===== src/assert_macros.svh =====
// Assertion helpers shared by the nlerp pipeline modules.
`ifndef ASSERT_MACROS_SVH
`define ASSERT_MACROS_SVH

// Property that must hold on every clock edge outside reset.
`define QNL_ASSERT(label, clk, rst, prop, msg) \
   label: assert property (@(posedge clk) disable iff (rst) (prop)) else $error(msg);

// Same-cycle implication outside reset.
`define QNL_ASSERT_IMP(label, clk, rst, ante, cons, msg) \
   label: assert property (@(posedge clk) disable iff (rst) (ante) |-> (cons)) \
      else $error(msg);

`endif


===== src/qnl_pkg.sv =====
package qnl_pkg;

   // Fixed field widths
   localparam int COMPONENT_WIDTH       = 16;
   localparam int FRACTION_BITS_DEFAULT = 14;
   localparam int FRAC_WIDTH            = 16;
   localparam int FRAC_SHIFT            = 15;
   localparam logic [FRAC_WIDTH-1:0] FRAC_ONE = 16'h8000;

   // Internal widths
   localparam int PROD_WIDTH  = 2 * COMPONENT_WIDTH;
   localparam int DOT_WIDTH   = 2 * COMPONENT_WIDTH + 2;
   localparam int BLEND_WIDTH = COMPONENT_WIDTH + 18;
   localparam int SUMSQ_WIDTH = 2 * COMPONENT_WIDTH;

   typedef logic signed [COMPONENT_WIDTH-1:0] comp_type;

   typedef struct packed {
      comp_type                prev_i;
      comp_type                prev_j;
      comp_type                prev_k;
      comp_type                prev_w;
      comp_type                cur_i;
      comp_type                cur_j;
      comp_type                cur_k;
      comp_type                cur_w;
      logic [FRAC_WIDTH-1:0]   fraction;
   } req_type;

   typedef struct packed {
      comp_type out_i;
      comp_type out_j;
      comp_type out_k;
      comp_type out_w;
      logic     degenerate;
   } rsp_type;

   // Rounded blend that rides along the square-root pipeline
   typedef struct packed {
      logic [3:0][COMPONENT_WIDTH-1:0] comp;
      logic                            degenerate;
   } blend_type;

   // Per-item control that rides along the divider pipeline
   typedef struct packed {
      logic [3:0] neg;
      logic       degenerate;
   } div_side_type;

endpackage


===== src/qnl_div.sv =====
`include "assert_macros.svh"

// Four-lane pipelined restoring divider, one quotient bit per stage.
// The quotient of each lane is known to fit FRACTION_BITS+1 bits.
module qnl_div #(
   parameter int ROOT_WIDTH    = qnl_pkg::COMPONENT_WIDTH,
   parameter int FRACTION_BITS = qnl_pkg::FRACTION_BITS_DEFAULT
) (
   input  logic                                          clock,
   input  logic                                          reset,
   input  logic                                          in_valid,
   input  logic [ROOT_WIDTH-1:0]                         in_root,
   input  logic [3:0][ROOT_WIDTH+FRACTION_BITS-1:0]      in_num,
   input  qnl_pkg::div_side_type                         in_side,
   output logic                                          out_valid,
   output logic [3:0][FRACTION_BITS:0]                   out_quot,
   output qnl_pkg::div_side_type                         out_side
);

   localparam int CW = ROOT_WIDTH;
   localparam int Q  = FRACTION_BITS + 1;
   localparam int NW = ROOT_WIDTH + FRACTION_BITS;
   localparam logic [Q-1:0] QMAX = {1'b1, {FRACTION_BITS{1'b0}}};

   logic                    valid_ff [Q];
   logic [CW-1:0]           root_ff  [Q];
   logic [3:0][NW-1:0]      num_ff   [Q];
   logic [3:0][CW-1:0]      rem_ff   [Q];
   logic [3:0][Q-1:0]       quot_ff  [Q];
   qnl_pkg::div_side_type   side_ff  [Q];

   for (genvar j = 0; j < Q; j++) begin : g_stage
      localparam int BI = Q - 1 - j;

      logic                  pv;
      logic [CW-1:0]         proot;
      logic [3:0][NW-1:0]    pnum;
      logic [3:0][CW-1:0]    prem;
      logic [3:0][Q-1:0]     pquot;
      qnl_pkg::div_side_type pside;
      logic [CW:0]           rem_sh [4];
      logic [3:0][CW-1:0]    rem_in;
      logic [3:0][Q-1:0]     quot_in;

      // first stage starts from the numerator bits above the quotient
      if (j == 0) begin : g_first
         assign pv    = in_valid;
         assign proot = in_root;
         assign pnum  = in_num;
         assign pside = in_side;
         for (genvar n = 0; n < 4; n++) begin : g_lane
            assign prem[n]  = CW'(in_num[n][NW-1:Q]);
            assign pquot[n] = '0;
         end
      end else begin : g_next
         assign pv    = valid_ff[j-1];
         assign proot = root_ff[j-1];
         assign pnum  = num_ff[j-1];
         assign prem  = rem_ff[j-1];
         assign pquot = quot_ff[j-1];
         assign pside = side_ff[j-1];
      end

      // shift in one numerator bit, subtract the divisor when it fits
      always_comb begin
         for (int n = 0; n < 4; n++) begin
            rem_sh[n] = {prem[n], pnum[n][BI]};
            if (rem_sh[n] >= {1'b0, proot}) begin
               rem_in[n]  = CW'(rem_sh[n] - {1'b0, proot});
               quot_in[n] = {pquot[n][Q-2:0], 1'b1};
            end else begin
               rem_in[n]  = rem_sh[n][CW-1:0];
               quot_in[n] = {pquot[n][Q-2:0], 1'b0};
            end
         end
      end

      always_ff @(posedge clock) begin
         if (reset) begin
            valid_ff[j] <= 1'b0;
         end else begin
            valid_ff[j] <= pv;
         end
      end

      always_ff @(posedge clock) begin
         root_ff[j] <= proot;
         num_ff[j]  <= pnum;
         rem_ff[j]  <= rem_in;
         quot_ff[j] <= quot_in;
         side_ff[j] <= pside;
      end
   end

   assign out_valid = valid_ff[Q-1];
   assign out_quot  = quot_ff[Q-1];
   assign out_side  = side_ff[Q-1];

   // a normalized component never exceeds one
   `QNL_ASSERT_IMP(a_quot_unit, clock, reset, out_valid && !out_side.degenerate, (out_quot[0] <= QMAX) && (out_quot[1] <= QMAX) && (out_quot[2] <= QMAX) && (out_quot[3] <= QMAX), "normalized component above one")

endmodule


===== config.mk =====
export PLATFORM = sky130hd
export DESIGN_NAME = qnl_div
export DESIGN_NICKNAME = d
export VERILOG_FILES = /design/src/qnl_pkg.sv /design/src/qnl_div.sv
export VERILOG_INCLUDE_DIRS = /design/src /design/src/src
export SDC_FILE = /design/constraint.sdc
export NUM_CORES = 2
export LEC_CHECK = 0
export BUFFER_PORTS_ARGS = -buffer_cell sky130_fd_sc_hd__clkbuf_2
export CAP_MARGIN = 30
export CORE_MARGIN = 2
export CORE_UTILIZATION = 30
export DETAILED_ROUTE_END_ITERATION = 10
export PLACE_DENSITY_LB_ADDON = 0.1
export SYNTH_ARGS = -nofsm -noshare
export SYNTH_HDL_FRONTEND = slang
export SYNTH_SLANG_ARGS = --single-unit
export TNS_END_PERCENT = 100

===== constraint.sdc =====
create_clock -name clock -period 6.9 [get_ports clock]
set_input_delay 0.69 -clock clock [delete_from_list [all_inputs] [get_ports clock]]
set_output_delay 0.69 -clock clock [all_outputs]
set_load 0.02 [all_outputs]

# Word-level counts from Yosys, hierarchy flattened
# Memories as Yosys holds them, arrays and structs flattened.
# Index checks and enable logic that the tools add are counted.
# Widths: inputs -> output; s select.
dict set report totals {
  regBits 0
  ramBits 3990
  elab_cells 279
  n_memories 6
}
# name words word_bits read_ports rd_clocked_by_memory_dff write_ports line_no
set mem_list {}
lappend mem_list {num_ff 15 120 14 0 15 qnl_div.sv:27} ;# logic [3:0][NW-1:0] num_ff [Q];
lappend mem_list {rem_ff 15 64 14 0 15 qnl_div.sv:28} ;# logic [3:0][CW-1:0] rem_ff [Q];
lappend mem_list {quot_ff 15 60 15 0 15 qnl_div.sv:29} ;# logic [3:0][Q-1:0] quot_ff [Q];
lappend mem_list {root_ff 15 16 14 0 15 qnl_div.sv:26} ;# logic [CW-1:0] root_ff [Q];
lappend mem_list {side_ff 15 5 15 0 15 qnl_div.sv:30} ;# qnl_pkg::div_side_type side_ff [Q];
lappend mem_list {valid_ff 15 1 15 0 15 qnl_div.sv:25} ;# logic valid_ff [Q];
dict set report op_classes {
  addsub 60
  n_lt_le_gt_ge 60
  mux 138
  bitwise_logic 15
}
# op n
set ops {}
lappend ops {{$mux 16} 60}
lappend ops {{$sub 16x16->16} 60}
lappend ops {{$ge 17x16->1} 56}
lappend ops {{$mux 1} 78}
lappend ops {{$ge 16x16->1} 4}
lappend ops {{$or 1x1->1} 15}

# Longest topological paths before layout
dict set report depth {
  ltp_word 3
  ltp_mapped 14
  mapped_depth_nobuf 13
}

# Worst setup path before layout
# OpenSTA, ideal clock, no wires.
dict set report synth_timing {
  path_type {reg-to-reg}
  start {mem root_ff[1][17] (netlist name)}
  end {mem rem_ff[1][184] (netlist name)}
  setup_ns 0.121
  t_arrival_ns 3.213
  required_time_ns 6.779
  path_slack_ns 3.566
  path_stages_with_launch 13
  path_buffers 1
  period_less_slack_ns 3.334
  cell_sequence {dfxtp_1 inv_1 ha_1 nor2b_1 o2111ai_2 nand3_1 a41o_1 a221o_1 a2111oi_4 o21bai_2 a21oi_4 buf_8 mux2_4}
}
# item line_no
set synth_rtl {}
lappend synth_rtl {{from (decl)} qnl_div.sv:26}
lappend synth_rtl {{to (decl)} qnl_div.sv:28}

==> flow_metrics.py <==
metrics = {
    "pwr": {
        "finalPower_mw": 60.99,
        "vdd_ir_drop_max_mv": 0.2382,
        "leakage_nw": 48.13,
        "power.density_nw_per_um2": 554.6,
    },
    "logic_synthesis": {
        "syn_avg_cell_area_um2": 10.05,
        "synth_top_area_frac": 0.4496,
        "synth_edf_count": 0,
        "synthSimpleGateAreaFrac": 0.1164,
        "synthFlopType": "dfxtp_1",
        "ys_seq_elements": 2110,
        "synth_xor_xnor_area_share": 0.06077,
        "seq_area_frac_synth": 0.4496,
        "synth_nets": 10512,
        "yosysTopAreaCell": "dfxtp_1",
        "synth-adder-area-share": 0.1398,
        "synth.area.top_cells": "dfxtp_1 45%, ha_1 13%, mux2_2 5.6%, xnor2_1 3.8%, a21oi_1 3.1%",
        "synth_cell_types": 94,
        "synth_compound_area_frac": 0.1419,
        "synth_top_family_by_area": "compound AO/OA/AOI/OAI gates",
        "muxShareOfSynthArea": 0.06397,
        "ys_async_sr_fraction": 0,
        "syn_area_um2": 93960,
        "synth_cells": 9352,
        "yosys_warnings": 0,
    },
    "floorplan": {
        "dieHeight_um": 563.6,
        "core_area_um2": 311600,
        "rows": 205,
        "fp.dieW_um": 563.6,
        "pin_count": 210,
        "dieArea_um2": 317700,
        "initial_core_util": 0.3015,
    },
    "clocking": {
        "insertion_delay_ps": 920,
        "path_clk_slew_ps": 60,
        "post_cts_resize_count": 0,
        "h-tree-depth": 4,
        "numCtsBuffers": 243,
        "clockBufferDepth": 4,
        "cts_tree": "done",
        "root_buffer": "clkbuf_16",
        "cts_setup_buffers": 0,
        "cts.sinks": 2110,
    },
    "drt": {
        "via_per_inst": 4.786,
        "num_vias": 67863,
        "dr.pass1.iters": 5,
        "drc": 0,
        "routed_wl_mm": 294.8,
        "wl_per_cell_um": 20.79,
        "ant_nets": 0,
        "drt_iter0_markers": 4133,
    },
    "global_route": {
        "grt_pass1_vias": 68304,
        "track_usage": 0.1811,
        "grt_max_degree": 34,
        "antenna_found_initial": 13,
        "grt_pass1_wl_mm": 432.3,
        "grt_overflow_total": 0,
    },
    "timing": {
        "fin_tns_setup_ps": 0,
        "rsz0062_at_grt": "false",
        "maxSlewViolCount": 0,
        "worst-slew-pin-transition_ps": 1058,
        "fmax_mhz": 227.0,
        "hold-worst-slack_ps": 86.47,
        "final.setup_skew_ps": 79.27,
        "finalHoldViolCount": 0,
        "fin_crit_sh": 0.6384,
        "worst_slack_ps": 2495,
        "period_minus_slack_ps": 4405,
        "finalSetupViolCount": 0,
        "relSlewSlack": 0.2765,
    },
    "placement": {
        "globalplace.congestion": 0.8857,
        "pre_cts_ws_ps": 2573,
        "place_area_um2": 100100,
        "io_buffers": 209,
        "dp_hpwl_mm": 237.6,
    },
    "cells_and_area": {
        "fin_nets": 10994,
        "area_growth_pct": 17.05,
        "design_area_um2": 110000,
        "drive_above_1_share": 0.1243,
    },
    "worst_setup_path": {
        "startpoint_type": "flip-flop",
        "critical_path_class": "reg -> reg",
        "startpoint": "root_ff[0][81]",
        "cp-end-kind": "flip-flop",
        "required_ps": 7680,
        "worstRegToRegCells": 11,
        "arrival_ps": 5190,
        "cp_max_fo": 20,
        "r2r-start": "root_ff[0][81]",
    },
    "min_path": {
        "hold_class": "in -> reg",
        "min_path_cells": 3,
        "min_from": "in_num[59]",
    },
    "run_status": {
        "status": "finished clean",
    },
    "flow_run": {
        "max-cap-violations": 0,
    },
}
==> where the power goes <==
group | internal (mW) | switching, mW
Combinational | 12.8 | 14.8
Clock | 8.29 | 5.43
Sequential | 16.6 | 2.99
==> area by class of cell <==
cell class,instances,area [µm²]
diodes,5,12.51
flip-flops and latches,2110,42240
clock buffers,303,6628
inverters,543,2038
clock inverters,142,1983
well taps,4140,5180
multi-input cells,6574,49290
repair buffers,362,2606
fillers,31327,201700
==> worst max-delay path, stage by stage (launching register included) <==
cell	delay [ps]
dfxtp_1	620
inv_1	260
ha_1	370
nor2b_1	160
o31ai_1	260
a211oi_1	200
o41ai_1	450
o22ai_1	240
or3_1	380
a41oi_2	680
buf_4	310
mux2_2	350
==> kinds of logic (layout without fill, tap and decap cells) <==
| kind of cell | Yosys count | in the layout |
|---|---|---|
| muxes | 539 | 539 |
| buffers and inverters | 668 | 1350 |
| adders and majority gates | 1016 | 1016 |
| and+or+nand+nor | 2267 | 2267 |
| DFF | 2110 | 2110 |
| xor gates and xnor gates | 652 | 652 |
| other | 0 | 5 |
| AOI/OAI and AO/OA | 2100 | 2100 |
==> flip-flops by register name, indices dropped and copies added (netlist names) <==
signal,count
num_ff,420
side_ff,75
rem_ff,896
valid_ff,15
root_ff,224
quot_ff,480
==> routing by layer <==
layer	up-vias	share of wire	GRT usage
met5	-	0.000081	0
met4	4	0.043	0.07130
met3	468	0.034	0.02270
met2	1265	0.47	0.3107
met1	31967	0.45	0.2298
li1	34159	-	-
==> cell usage after synthesis (all sizes together) (70+ instances only) <==
master  number
clkbuf      77
nand2b     111
nor2b      180
o21ai      546
o21a       147
nand2      526
dfxtp     2110
a21oi      589
xnor2      413
nor2       668
nand4      117
nand3      149
inv        542
mux2       474
nor3       208
a21o       220
ha         960
a211oi      70
a21boi      75
xor2       239
or3         70
==> cells in the final DEF, fill, tap and decap left out, types with 39 or more instances in the layout <==
| cell | Yosys | routed |
|---|---|---|
| nand2_1 | 526 | 526 |
| a21boi_0 | 73 | 73 |
| nand2b_1 | 111 | 111 |
| bufinv_16 | 0 | 39 |
| nor3_1 | 207 | 206 |
| o31ai_1 | 46 | 46 |
| ha_1 | 960 | 960 |
| inv_1 | 542 | 542 |
| a21o_1 | 220 | 220 |
| dlygate4sd3_1 | 0 | 115 |
| nand3_1 | 149 | 149 |
| dfxtp_1 | 2110 | 2110 |
| and3_1 | 55 | 55 |
| a211oi_1 | 68 | 65 |
| o211ai_1 | 43 | 43 |
| xnor2_1 | 413 | 413 |
| a21oi_1 | 588 | 586 |
| nor2b_1 | 180 | 180 |
| o21ai_0 | 527 | 524 |
| clkbuf_2 | 1 | 209 |
| xor2_1 | 239 | 239 |
| mux2_2 | 464 | 464 |
| mux2i_1 | 65 | 65 |
| nor2_1 | 668 | 668 |
| or3_1 | 70 | 70 |
| fa_1 | 56 | 56 |
| a31oi_1 | 59 | 55 |
| o21a_1 | 147 | 147 |
| clkbuf_16 | 0 | 244 |
| nand4_1 | 117 | 117 |
==> through the flow <==
stage | utilization | std cells
CTS | 0.3527 | 14170
detailed placement | 0.3213 | 13610
global placement | 0.3208 | 13600
floorplan | - | 9352
global route | 0.3529 | 14176
finish | 0.3529 | 14179
==> what timing repair did <==
| action | in CTS | in global routing |
|---|---|---|
| hold buffers | 115 | 0 |
| endpoints found under the hold margin | 115 | 0 |
| endpoints found under the setup margin | 0 | 0 |
==> path summary, 6_finish.rpt <==
kind / end / slack [ps]
min: rem_ff[0][31] / 90
min reg2reg: num_ff[0][933] / 300
max reg2reg: rem_ff[0][420] / 2490
max: rem_ff[0][420] / 2490
Note: power is estimated with default switching activity, not from simulation.
