[src/assert_macros.svh]
// Assertion helpers shared by the nlerp pipeline modules.
`ifndef ASSERT_MACROS_SVH
`define ASSERT_MACROS_SVH

// Property that must hold on every clock edge outside reset.
`define QNL_ASSERT(label, clk, rst, prop, msg) \
   label: assert property (@(posedge clk) disable iff (rst) (prop)) else $error(msg);

// Same-cycle implication outside reset.
`define QNL_ASSERT_IMP(label, clk, rst, ante, cons, msg) \
   label: assert property (@(posedge clk) disable iff (rst) (ante) |-> (cons)) \
      else $error(msg);

`endif

[src/qnl_pkg.sv]
package qnl_pkg;

   // Fixed field widths
   localparam int COMPONENT_WIDTH       = 16;
   localparam int FRACTION_BITS_DEFAULT = 14;
   localparam int FRAC_WIDTH            = 16;
   localparam int FRAC_SHIFT            = 15;
   localparam logic [FRAC_WIDTH-1:0] FRAC_ONE = 16'h8000;

   // Internal widths
   localparam int PROD_WIDTH  = 2 * COMPONENT_WIDTH;
   localparam int DOT_WIDTH   = 2 * COMPONENT_WIDTH + 2;
   localparam int BLEND_WIDTH = COMPONENT_WIDTH + 18;
   localparam int SUMSQ_WIDTH = 2 * COMPONENT_WIDTH;

   typedef logic signed [COMPONENT_WIDTH-1:0] comp_type;

   typedef struct packed {
      comp_type                prev_i;
      comp_type                prev_j;
      comp_type                prev_k;
      comp_type                prev_w;
      comp_type                cur_i;
      comp_type                cur_j;
      comp_type                cur_k;
      comp_type                cur_w;
      logic [FRAC_WIDTH-1:0]   fraction;
   } req_type;

   typedef struct packed {
      comp_type out_i;
      comp_type out_j;
      comp_type out_k;
      comp_type out_w;
      logic     degenerate;
   } rsp_type;

   // Rounded blend that rides along the square-root pipeline
   typedef struct packed {
      logic [3:0][COMPONENT_WIDTH-1:0] comp;
      logic                            degenerate;
   } blend_type;

   // Per-item control that rides along the divider pipeline
   typedef struct packed {
      logic [3:0] neg;
      logic       degenerate;
   } div_side_type;

endpackage

[src/qnl_isqrt.sv]
`include "assert_macros.svh"

// Pipelined integer square root, one root bit per stage.
module qnl_isqrt #(
   parameter int ROOT_WIDTH = qnl_pkg::COMPONENT_WIDTH
) (
   input  logic                      clock,
   input  logic                      reset,
   input  logic                      in_valid,
   input  logic [2*ROOT_WIDTH-1:0]   in_value,
   input  qnl_pkg::blend_type        in_side,
   output logic                      out_valid,
   output logic [ROOT_WIDTH-1:0]     out_root,
   output qnl_pkg::blend_type        out_side
);

   localparam int RW  = ROOT_WIDTH;
   localparam int SQW = 2 * RW + 1;

   logic                valid_ff [RW];
   logic [RW:0]         rem_ff   [RW];
   logic [RW-1:0]       root_ff  [RW];
   logic [2*RW-1:0]     value_ff [RW];
   qnl_pkg::blend_type  side_ff  [RW];

   for (genvar s = 0; s < RW; s++) begin : g_stage
      localparam int K = RW - 1 - s;

      logic               pv;
      logic [RW:0]        prem;
      logic [RW-1:0]      proot;
      logic [2*RW-1:0]    pval;
      qnl_pkg::blend_type pside;
      logic [RW+2:0]      rem_sh;
      logic [RW+2:0]      trial;
      logic [RW:0]        rem_in;
      logic [RW-1:0]      root_in;

      // stage input: ports for the first stage, previous stage otherwise
      if (s == 0) begin : g_first
         assign pv    = in_valid;
         assign prem  = '0;
         assign proot = '0;
         assign pval  = in_value;
         assign pside = in_side;
      end else begin : g_next
         assign pv    = valid_ff[s-1];
         assign prem  = rem_ff[s-1];
         assign proot = root_ff[s-1];
         assign pval  = value_ff[s-1];
         assign pside = side_ff[s-1];
      end

      // bring down two radicand bits, try root bit one
      always_comb begin
         rem_sh = {prem, pval[2*K+1 -: 2]};
         trial  = (RW+3)'({proot, 2'b01});
         if (rem_sh >= trial) begin
            rem_in  = RW'(0) + (RW+1)'(rem_sh - trial);
            root_in = {proot[RW-2:0], 1'b1};
         end else begin
            rem_in  = rem_sh[RW:0];
            root_in = {proot[RW-2:0], 1'b0};
         end
      end

      always_ff @(posedge clock) begin
         if (reset) begin
            valid_ff[s] <= 1'b0;
         end else begin
            valid_ff[s] <= pv;
         end
      end

      always_ff @(posedge clock) begin
         rem_ff[s]   <= rem_in;
         root_ff[s]  <= root_in;
         value_ff[s] <= pval;
         side_ff[s]  <= pside;
      end
   end

   assign out_valid = valid_ff[RW-1];
   assign out_root  = root_ff[RW-1];
   assign out_side  = side_ff[RW-1];

   // root is the floor of the square root of the value it came with
   `QNL_ASSERT_IMP(a_root_floor, clock, reset, out_valid, (SQW'(out_root) * SQW'(out_root) <= SQW'(value_ff[RW-1])) && ((SQW'(out_root) + SQW'(1)) * (SQW'(out_root) + SQW'(1)) > SQW'(value_ff[RW-1])), "square root is not the floor root")

endmodule

[config.mk]
export PLATFORM = sky130hd
export DESIGN_NAME = qnl_isqrt
export DESIGN_NICKNAME = d
export VERILOG_FILES = /design/src/qnl_pkg.sv /design/src/qnl_isqrt.sv
export VERILOG_INCLUDE_DIRS = /design/src /design/src/src
export SDC_FILE = /design/constraint.sdc
export NUM_CORES = 1
export LEC_CHECK = 0
export BUFFER_PORTS_ARGS = -buffer_cell sky130_fd_sc_hd__buf_4
export CAP_MARGIN = 5
export CORE_ASPECT_RATIO = 2
export CORE_MARGIN = 2
export CORE_UTILIZATION = 50
export CTS_CLUSTER_SIZE = 25
export DETAILED_ROUTE_END_ITERATION = 7
export GPL_TIMING_DRIVEN = 0
export PLACE_DENSITY = 0.67
export SYNTH_ARGS = -nofsm -noshare
export SYNTH_HDL_FRONTEND = slang
export SYNTH_SLANG_ARGS = --single-unit
[constraint.sdc]
create_clock -name clock -period 4.2 [get_ports clock]
set_input_delay 1.26 -clock clock [delete_from_list [all_inputs] [get_ports clock]]
set_output_delay 1.26 -clock clock [all_outputs]
set_load 0.05 [all_outputs]
==> Word level (Yosys, flattened, before mapping) <==
Memories as Yosys holds them, arrays and structs flattened.
Cells that the tools add are included.
Widths: inputs -> output; s select.
{ "word_totals": {"regBits": 0, "ramBits": 2096, "input_bits": 100, "out_inout_bits": 82, "wordCells": 104, "n_memories": 5} }
{ "op_classes": {"n_addsub": 16, "order_cmp": 16, "muxes": 51, "bitwise_logic": 16} }
{ "mem_list": {"columns": ["name", "words", "width", "read_ports", "rd_clocked_by_memory_dff", "write_ports", "line_no", "text"], "rows": [
  ["side_ff", 16, 65, 16, 0, 16, "qnl_isqrt.sv:24", "qnl_pkg::blend_type side_ff [RW];"],
  ["value_ff", 16, 32, 15, 0, 16, "qnl_isqrt.sv:23", "logic [2*RW-1:0] value_ff [RW];"],
  ["rem_ff", 16, 17, 15, 0, 16, "qnl_isqrt.sv:21", "logic [RW:0] rem_ff [RW];"],
  ["root_ff", 16, 16, 16, 0, 16, "qnl_isqrt.sv:22", "logic [RW-1:0] root_ff [RW];"],
  ["valid_ff", 16, 1, 16, 0, 16, "qnl_isqrt.sv:20", "logic valid_ff [RW];"]
]} }
{ "ops": {"columns": ["op", "count"], "rows": [
  ["$ge 19x18->1", 15],
  ["$mux 17", 16],
  ["$sub 17x17->17", 15],
  ["$mux 1", 35],
  ["$or 1x1->1", 16],
  ["$sub 2x1->3 const B", 1],
  ["$ge 2x1->1 const B", 1]
]} }

==> Longest topological paths before layout <==
Gate-level depths: netlist of the first run.
{ "depth": {"ltp_word": 3, "mapped_depth": 11, "ltp_nobuf": 9} }

==> Worst setup path before layout of the first run <==
Ideal clock, no wire load.
{ "synth_timing": {"path_kind": "flip-flop to flip-flop", "from": "mem root_ff[5][20] (netlist name)", "to": "mem rem_ff[1][77] (netlist name)", "setup_time_ns": 0.121, "arrival_ns": 2.336, "required_time_ns": 4.079, "slack_ns": 1.743, "stages_incl_launch_ff": 11, "path_buffers": 2, "period_less_slack_ns": 2.457, "cell_sequence": "dfxtp_1 inv_1 ha_1 buf_2 a211oi_1 a211oi_1 a21oi_1 o21bai_1 a21oi_2 buf_2 mux2_2"} }
{ "synth_lines": {"columns": ["element", "line_no"], "rows": [
  ["start, declared", "qnl_isqrt.sv:22"],
  ["end, declared", "qnl_isqrt.sv:21"]
]} }

==> impl_metrics.json, run 1 <==
{
  "synth_top_area_cell": "dfxtp_1",
  "finalMaxSlewViolations": 0,
  "cp-start-kind": "flip-flop",
  "placedCellCount": 4598,
  "area_growth_pct": 17.2,
  "crit_path_top_delay_cell": "o21ai_0",
  "crit_cells": 9,
  "synth.avg_cell_area_sq_um": 13.5,
  "vias": 22500,
  "htreeDepth": 4,
  "dp_hpwl_microns": 44800,
  "overflow": 0,
  "cts_buffer_depth": 3,
  "min_period_over_period_pct": 75.9,
  "rrSetupSlack_ps": 1010,
  "nNetsFinal": 3823,
  "floorplan.initialDensity_pct": 50.5,
  "synth-seq-cells": 1669,
  "rsz0062_at_grt": "no",
  "slew_headroom_pct": 39.1,
  "ys_async_sr_fraction_pct": 0,
  "maxCapViolations": 0,
  "synth_edf_count": 0,
  "worst_r2r_endpoint": "rem_ff[1][97]",
  "drive_gt1_share_pct": 13.5,
  "cp_common_cell": "o21ai_0",
  "multi_input_area_sq_um": 9550,
  "synth_ff_type": "dfxtp_1",
  "worst_pin_slew_ps": 902,
  "numCtsBuffers": 133,
  "setup_viol": 0,
  "synth_nets": 3507,
  "drt_iter0_drc": 736,
  "gp_congestion": 0.867,
  "core_area_sq_um": 86900,
  "path_cells": "inv_1 > ha_1 > o21ai_0 > o21ai_0 > a32oi_1 > nand3_1 > clkbuf_1 > nor2_1 > a21oi_1",
  "worstPathMaxFanout": 10,
  "finClkSkew_ps": 21.8,
  "drt-pass1-iter-count": 5,
  "seqCellArea_sq_um": 33400,
  "max_stage_delay_ps": 600,
  "r2r_cells": 9,
  "wl_per_cell_microns": 13.4,
  "clkLatencyLatePin_ps": 740,
  "status": "completed",
  "vdd_drop_max_mv": 0.538,
  "critical_path_buf_inv_count": 2,
  "cts_setup_buffers": 0,
  "period_minus_slack_ps": 3190,
  "synthCells": 3255,
  "stdcell_count": 4837,
  "wirelength_microns": 64800,
  "setup_tns_ps": 0,
  "grt_antenna_before_repair": 0,
  "antenna_cells": 0,
  "hold_path.class": "flip-flop to flip-flop",
  "r2r-start": "root_ff[6][0]",
  "end_kind": "flip-flop",
  "post-route-util_pct": 59.2,
  "worst-setup-path-type": "flip-flop to flip-flop",
  "leakagePower_nw": 22.9,
  "ant_nets": 0,
  "cp_data_arrival_time_ps": 3840,
  "fillers": 6930,
  "drc": 0,
  "portBuffers": 181,
  "die_x_microns": 214,
  "crit_start": "root_ff[6][0]",
  "holdBufCountCts": 0,
  "rows": 153,
  "synthDominantCellAreaShare_pct": 76.1,
  "pin_count": 182,
  "cp_top_family": "compound AO/OA/AOI/OAI gates",
  "post_cts_resized": 0,
  "yosys_warnings": 0,
  "dieArea_sq_um": 90400,
  "grt_pass1_vias": 23200,
  "seq_area_frac_synth_pct": 76.1,
  "cts_tree": "built",
  "fp.dieH_microns": 423,
  "grt_max_degree": 20,
  "path_clk_slew_ps": 60,
  "power_mw": 34.9,
  "vias_per_cell": 4.65,
  "root_buffer": "clkbuf_16",
  "grt_util_all_layers_pct": 14.8,
  "clock_sinks": 1669,
  "holdWs_ps": 314,
  "ys_types": 95,
  "endpoint": "rem_ff[1][97]",
  "ys_top_cells_by_area": "dfxtp_1 76%, ha_1 4.3%, inv_1 1.8%",
  "p_per_area_nw_per_um2": 678,
  "hold_violations": 0,
  "syn_area_sq_um": 43900,
  "fmax_mhz": 314,
  "required_ps": 4850,
  "grt_pass1_wl_microns": 105000
}
==> layout by cell type (no fill, tap or decap), types with 78 or more instances in the layout <==
cell       instances
dfxtp_1         1669
inv_1            206
buf_4            183
ha_1             152
nor2_1           145
clkbuf_16        135
a21oi_1          126
nand2_1           92
o21ai_0           92
xnor2_1           78
==> layout make-up <==
class                      count  share of cell area [%]
clock buffer                 181                    7.31
clock inverter                58                    1.92
multi-input combinational   1343                    18.6
timing repair buffer         181                    2.64
sequential                  1669                    64.9
buffer                        36                   0.338
tap                         1162                    2.82
inverter                     207                    1.51
==> synthesized netlist by cell type, drive strengths merged, types with 4 or more instances <==
| library cell | n |
|---|---|
| buf | 19 |
| nor2 | 145 |
| o22ai | 5 |
| a21o | 36 |
| and2 | 10 |
| or2 | 9 |
| o211ai | 12 |
| xor2 | 77 |
| nand3b | 8 |
| xnor2 | 78 |
| a21oi | 127 |
| nor3 | 60 |
| mux2 | 41 |
| dfxtp | 1669 |
| nand2 | 92 |
| or4 | 20 |
| o21a | 34 |
| o2111ai | 8 |
| o21bai | 8 |
| mux2i | 10 |
| nor3b | 4 |
| o31ai | 20 |
| a22oi | 4 |
| nor2b | 39 |
| a211oi | 15 |
| a31oi | 20 |
| and3 | 8 |
| inv | 206 |
| nand2b | 15 |
| ha | 152 |
| nand4 | 17 |
| nor4 | 31 |
| clkbuf | 17 |
| nand3 | 44 |
| a31o | 6 |
| o21ai | 92 |
| or3 | 25 |
| o31a | 4 |
| a211o | 6 |
==> routing by layer <==
layer	track usage, %	share of wire, %	vias up
met2	30.1	58	432
met5	0	0	-
li1	-	-	11500
met3	3.92	4.4	241
met1	11.6	32	10300
met4	9.97	6.1	0
==> cell families (layout without fill, tap and decap cells) <==
family | after synthesis | in the layout | share of synthesized area (%)
flops | 1669 | 1669 | 76.1
simple gates | 546 | 546 | 6.47
fa+ha+maj | 152 | 152 | 4.33
other cells | 1 | 1 | 0.00854
compound gates | 438 | 438 | 6.56
mux | 51 | 51 | 1.28
buf+inv | 243 | 663 | 2.17
xor+xnor | 155 | 155 | 3.09
==> worst min path at each step <==
stage / startpoint / endpoint / slack [ps] / cells after the start
6_report: value_ff[0][204] / value_ff[0][236] / 310 / 0
5_1_grt: side_ff[1][224] / side_ff[1][289] / 320 / 0
4_1_cts: value_ff[0][129] / value_ff[0][161] / 310 / 0
3_5_place_dp: side_ff[1][325] / side_ff[1][390] / 310 / 0
3_3_place_gp: side_ff[0][261] / side_ff[0][326] / 310 / 0
2_1_floorplan: side_ff[0][35] / side_ff[0][100] / 310 / 0
==> state kept, by name, indices dropped and copies added (netlist names) <==
signal and count:
root_ff 136, value_ff 240, rem_ff 237, valid_ff 16
side_ff 1040
==> metrics by stage <==
step | area [sq um] | setup slack (ps)
after floorplan | 43900 | 1740
after global placement | 46700 | 992
after detailed placement | 46700 | 1040
after CTS | 51500 | 1010
after global routing | 51500 | 828
final | 51500 | 1010
==> report_power, final <==
| group | switching, mW | internal (mW) | total (mW) |
|---|---|---|---|
| sequential | 0.752 | 17.4 | 18.2 |
| combinational | 2.00 | 1.67 | 3.67 |
| clock | 5.47 | 7.61 | 13.1 |
| total | 8.23 | 26.7 | 34.9 |
Note: power is estimated with default switching activity, not from simulation.
==> run 2, diff against run 1 <==
clock period = 3.07 ns   (was 4.2 ns; I/O delays follow)
==> run 2 against run 1 <==
Non-clock buffer count is 6 higher. Die area stayed put. Sequential share of layout area is 0.12 points lower. Sequential cell count stayed put. Clock skew is 2.9 ps higher. Count of clock-buffer cells in the layout stayed put. Routed wire length hardly changed. Hold slack worse by 29 ps. Critical path depth is 1 higher. Sequential power is 36% higher. Register-to-register slack worse by 880 ps. Design area is 0.18% higher. Largest cell class unchanged. Highest routed layer unchanged.
==> impl_metrics.json, run 2 (synthesis results as in run 1) <==
{
  "drive_gt1_share_pct": 13.8,
  "wl_per_cell_microns": 13.4,
  "status": "completed",
  "mostFrequentLayoutCell": "dfxtp_1",
  "worst-setup-path-type": "flip-flop to flip-flop",
  "hold_path_startpoint": "in_side[62]",
  "r2r_cells": 10,
  "max_stage_delay_ps": 560,
  "grt_util_all_layers_pct": 14.8,
  "numCtsBuffers": 133,
  "crit_path_top_delay_cell": "a311oi_4",
  "largest_registers": "side_ff: 1040 flops, value_ff: 240 flops, rem_ff: 237 flops",
  "portBuffers": 181,
  "leakagePower_nw": 23.0,
  "critical_path_buf_inv_count": 3,
  "slew_headroom_pct": 35.5,
  "path_clk_slew_ps": 70,
  "worstHoldPathCells": 1,
  "cts_buffer_depth": 3,
  "floorplan.initialDensity_pct": 50.5,
  "cts_tree": "built",
  "antenna_cells": 0,
  "drt_iter0_drc": 687,
  "root_buffer": "clkbuf_16",
  "grt_max_degree": 20,
  "setup_viol": 0,
  "finalMaxSlewViolations": 0,
  "hold_violations": 0,
  "period_minus_slack_ps": 2940,
  "ant_nets": 0,
  "grt_pass1_vias": 23200,
  "nNetsFinal": 3829,
  "required_ps": 3710,
  "regMostFlops": "side_ff",
  "cp_data_arrival_time_ps": 3580,
  "drc": 0,
  "worst_r2r_endpoint": "rem_ff[1][38]",
  "dp_hpwl_microns": 44800,
  "core_area_sq_um": 86900,
  "htreeDepth": 4,
  "finClkSkew_ps": 24.8,
  "path_cells": "inv_1 > ha_1 > clkbuf_1 > a21o_1 > a21oi_1 > o21ai_0 > a311oi_4 > buf_2 > nand2_1 > o31ai_1",
  "stdcell_count": 4843,
  "r2r-start": "root_ff[4][22]",
  "vdd_drop_max_mv": 0.736,
  "setup_ws_ps": 131,
  "maxCapViolations": 0,
  "pin_count": 182,
  "gp_congestion": 0.867,
  "mostFrequentLayoutCells": "1,669 x dfxtp_1, 206 x inv_1, 189 x buf_4",
  "hold_path_end": "side_ff[0][62]",
  "clkLatencyLatePin_ps": 740,
  "clock_sinks": 1669,
  "rrSetupSlack_ps": 130,
  "min_period_over_period_pct": 95.7,
  "power_mw": 47.8,
  "cp-start-kind": "flip-flop",
  "end_kind": "flip-flop",
  "overflow": 0,
  "fp.dieH_microns": 423,
  "area_growth_pct": 17.4,
  "drt-pass1-iter-count": 5,
  "p_per_area_nw_per_um2": 927,
  "worstPathMaxFanout": 10,
  "vias": 22600,
  "dieArea_sq_um": 90400,
  "hold_path.class": "input port to flip-flop",
  "wirelength_microns": 64900,
  "grt_pass1_wl_microns": 105000,
  "rows": 153,
  "cp_top_family": "compound AO/OA/AOI/OAI gates",
  "largest_register_ffs": 1040,
  "pre_cts_slack_ps": -89.1,
  "grt_antenna_before_repair": 0,
  "rsz0062_at_grt": "no",
  "worst_pin_slew_ps": 955,
  "vias_per_cell": 4.66,
  "die_x_microns": 214,
  "placedCellCount": 4598,
  "fmax_mhz": 340
}
## run 2: cell count changes in the layout (fill, tap and decap cells not counted), sizes merged
cell | before | now
clkbuf | 198 | 200
buf | 200 | 204
## run 2: timing repair
item                       CTS  global route
hold buffers                 0             0
pin swaps                    0             2
cloned                       0             0
setup endpoints to repair   18            33
gates resized for setup      3             8
buffers inserted             0             6
## run 2: metal layers
layer  wire, microns  part of all wire, %  track usage [%]
met5               0                    0                0
met4            3960                  6.1             10.1
met3            2850                  4.4             3.92
met1           20700                   32             11.6
met2           37400                   58             30.0
## run 2: stage by stage
stage / cell area [sq um] / setup TNS [ps] / hold WS, ps / util (%)
after CTS: 51500 / 0 / 203 / 59.2
after detailed placement: 46700 / -845 / 312 / 53.8
after global placement: 46700 / -761 / 310 / 53.8
final: 51600 / 0 / 285 / 59.3
after floorplan: 43900 / 0 / 310 / -
after global routing: 51600 / 0 / 218 / 59.3
## run 2: final cells by class
class / instances / area, sq um
Timing Repair Buffer: 187 / 1400
Multi-Input combinational cell: 1343 / 9590
Tap cell: 1162 / 1450
Buffer: 36 / 178
Clock buffer: 181 / 3760
Fill cell: 6927 / 35300
Inverter: 207 / 778
Clock inverter: 58 / 986
Sequential cell: 1669 / 33400
## run 2: worst reg2reg max path, stage by stage, from the launching register on
cell      delay [ps]
dfxtp_1          330
inv_1             40
ha_1             250
clkbuf_1         230
a21o_1           270
a21oi_1          380
o21ai_0          200
a311oi_4         560
buf_2            410
nand2_1           90
o31ai_1           70
## run 2: worst max path at each step
stage                          to  slack, ps  cells after the start      startpoint
finish              rem_ff[1][38]        130                     10  root_ff[4][22]
global route        rem_ff[1][23]          5                     10   root_ff[4][8]
CTS                 rem_ff[1][38]          9                      9  root_ff[4][16]
detailed placement  rem_ff[1][80]        -90                      9  root_ff[5][17]
global placement    rem_ff[1][78]       -140                      9  root_ff[5][17]
floorplan           rem_ff[1][77]        610                     10  root_ff[5][20]
## run 2: power by group
| group | leakage, nW | internal, mW | switching, mW |
|---|---|---|---|
| registers | 14.0 | 23.8 | 1.03 |
| clock network | 2.30 | 10.4 | 7.47 |
| logic | 6.64 | 2.30 | 2.76 |
| total | 23.0 | 36.5 | 11.3 |
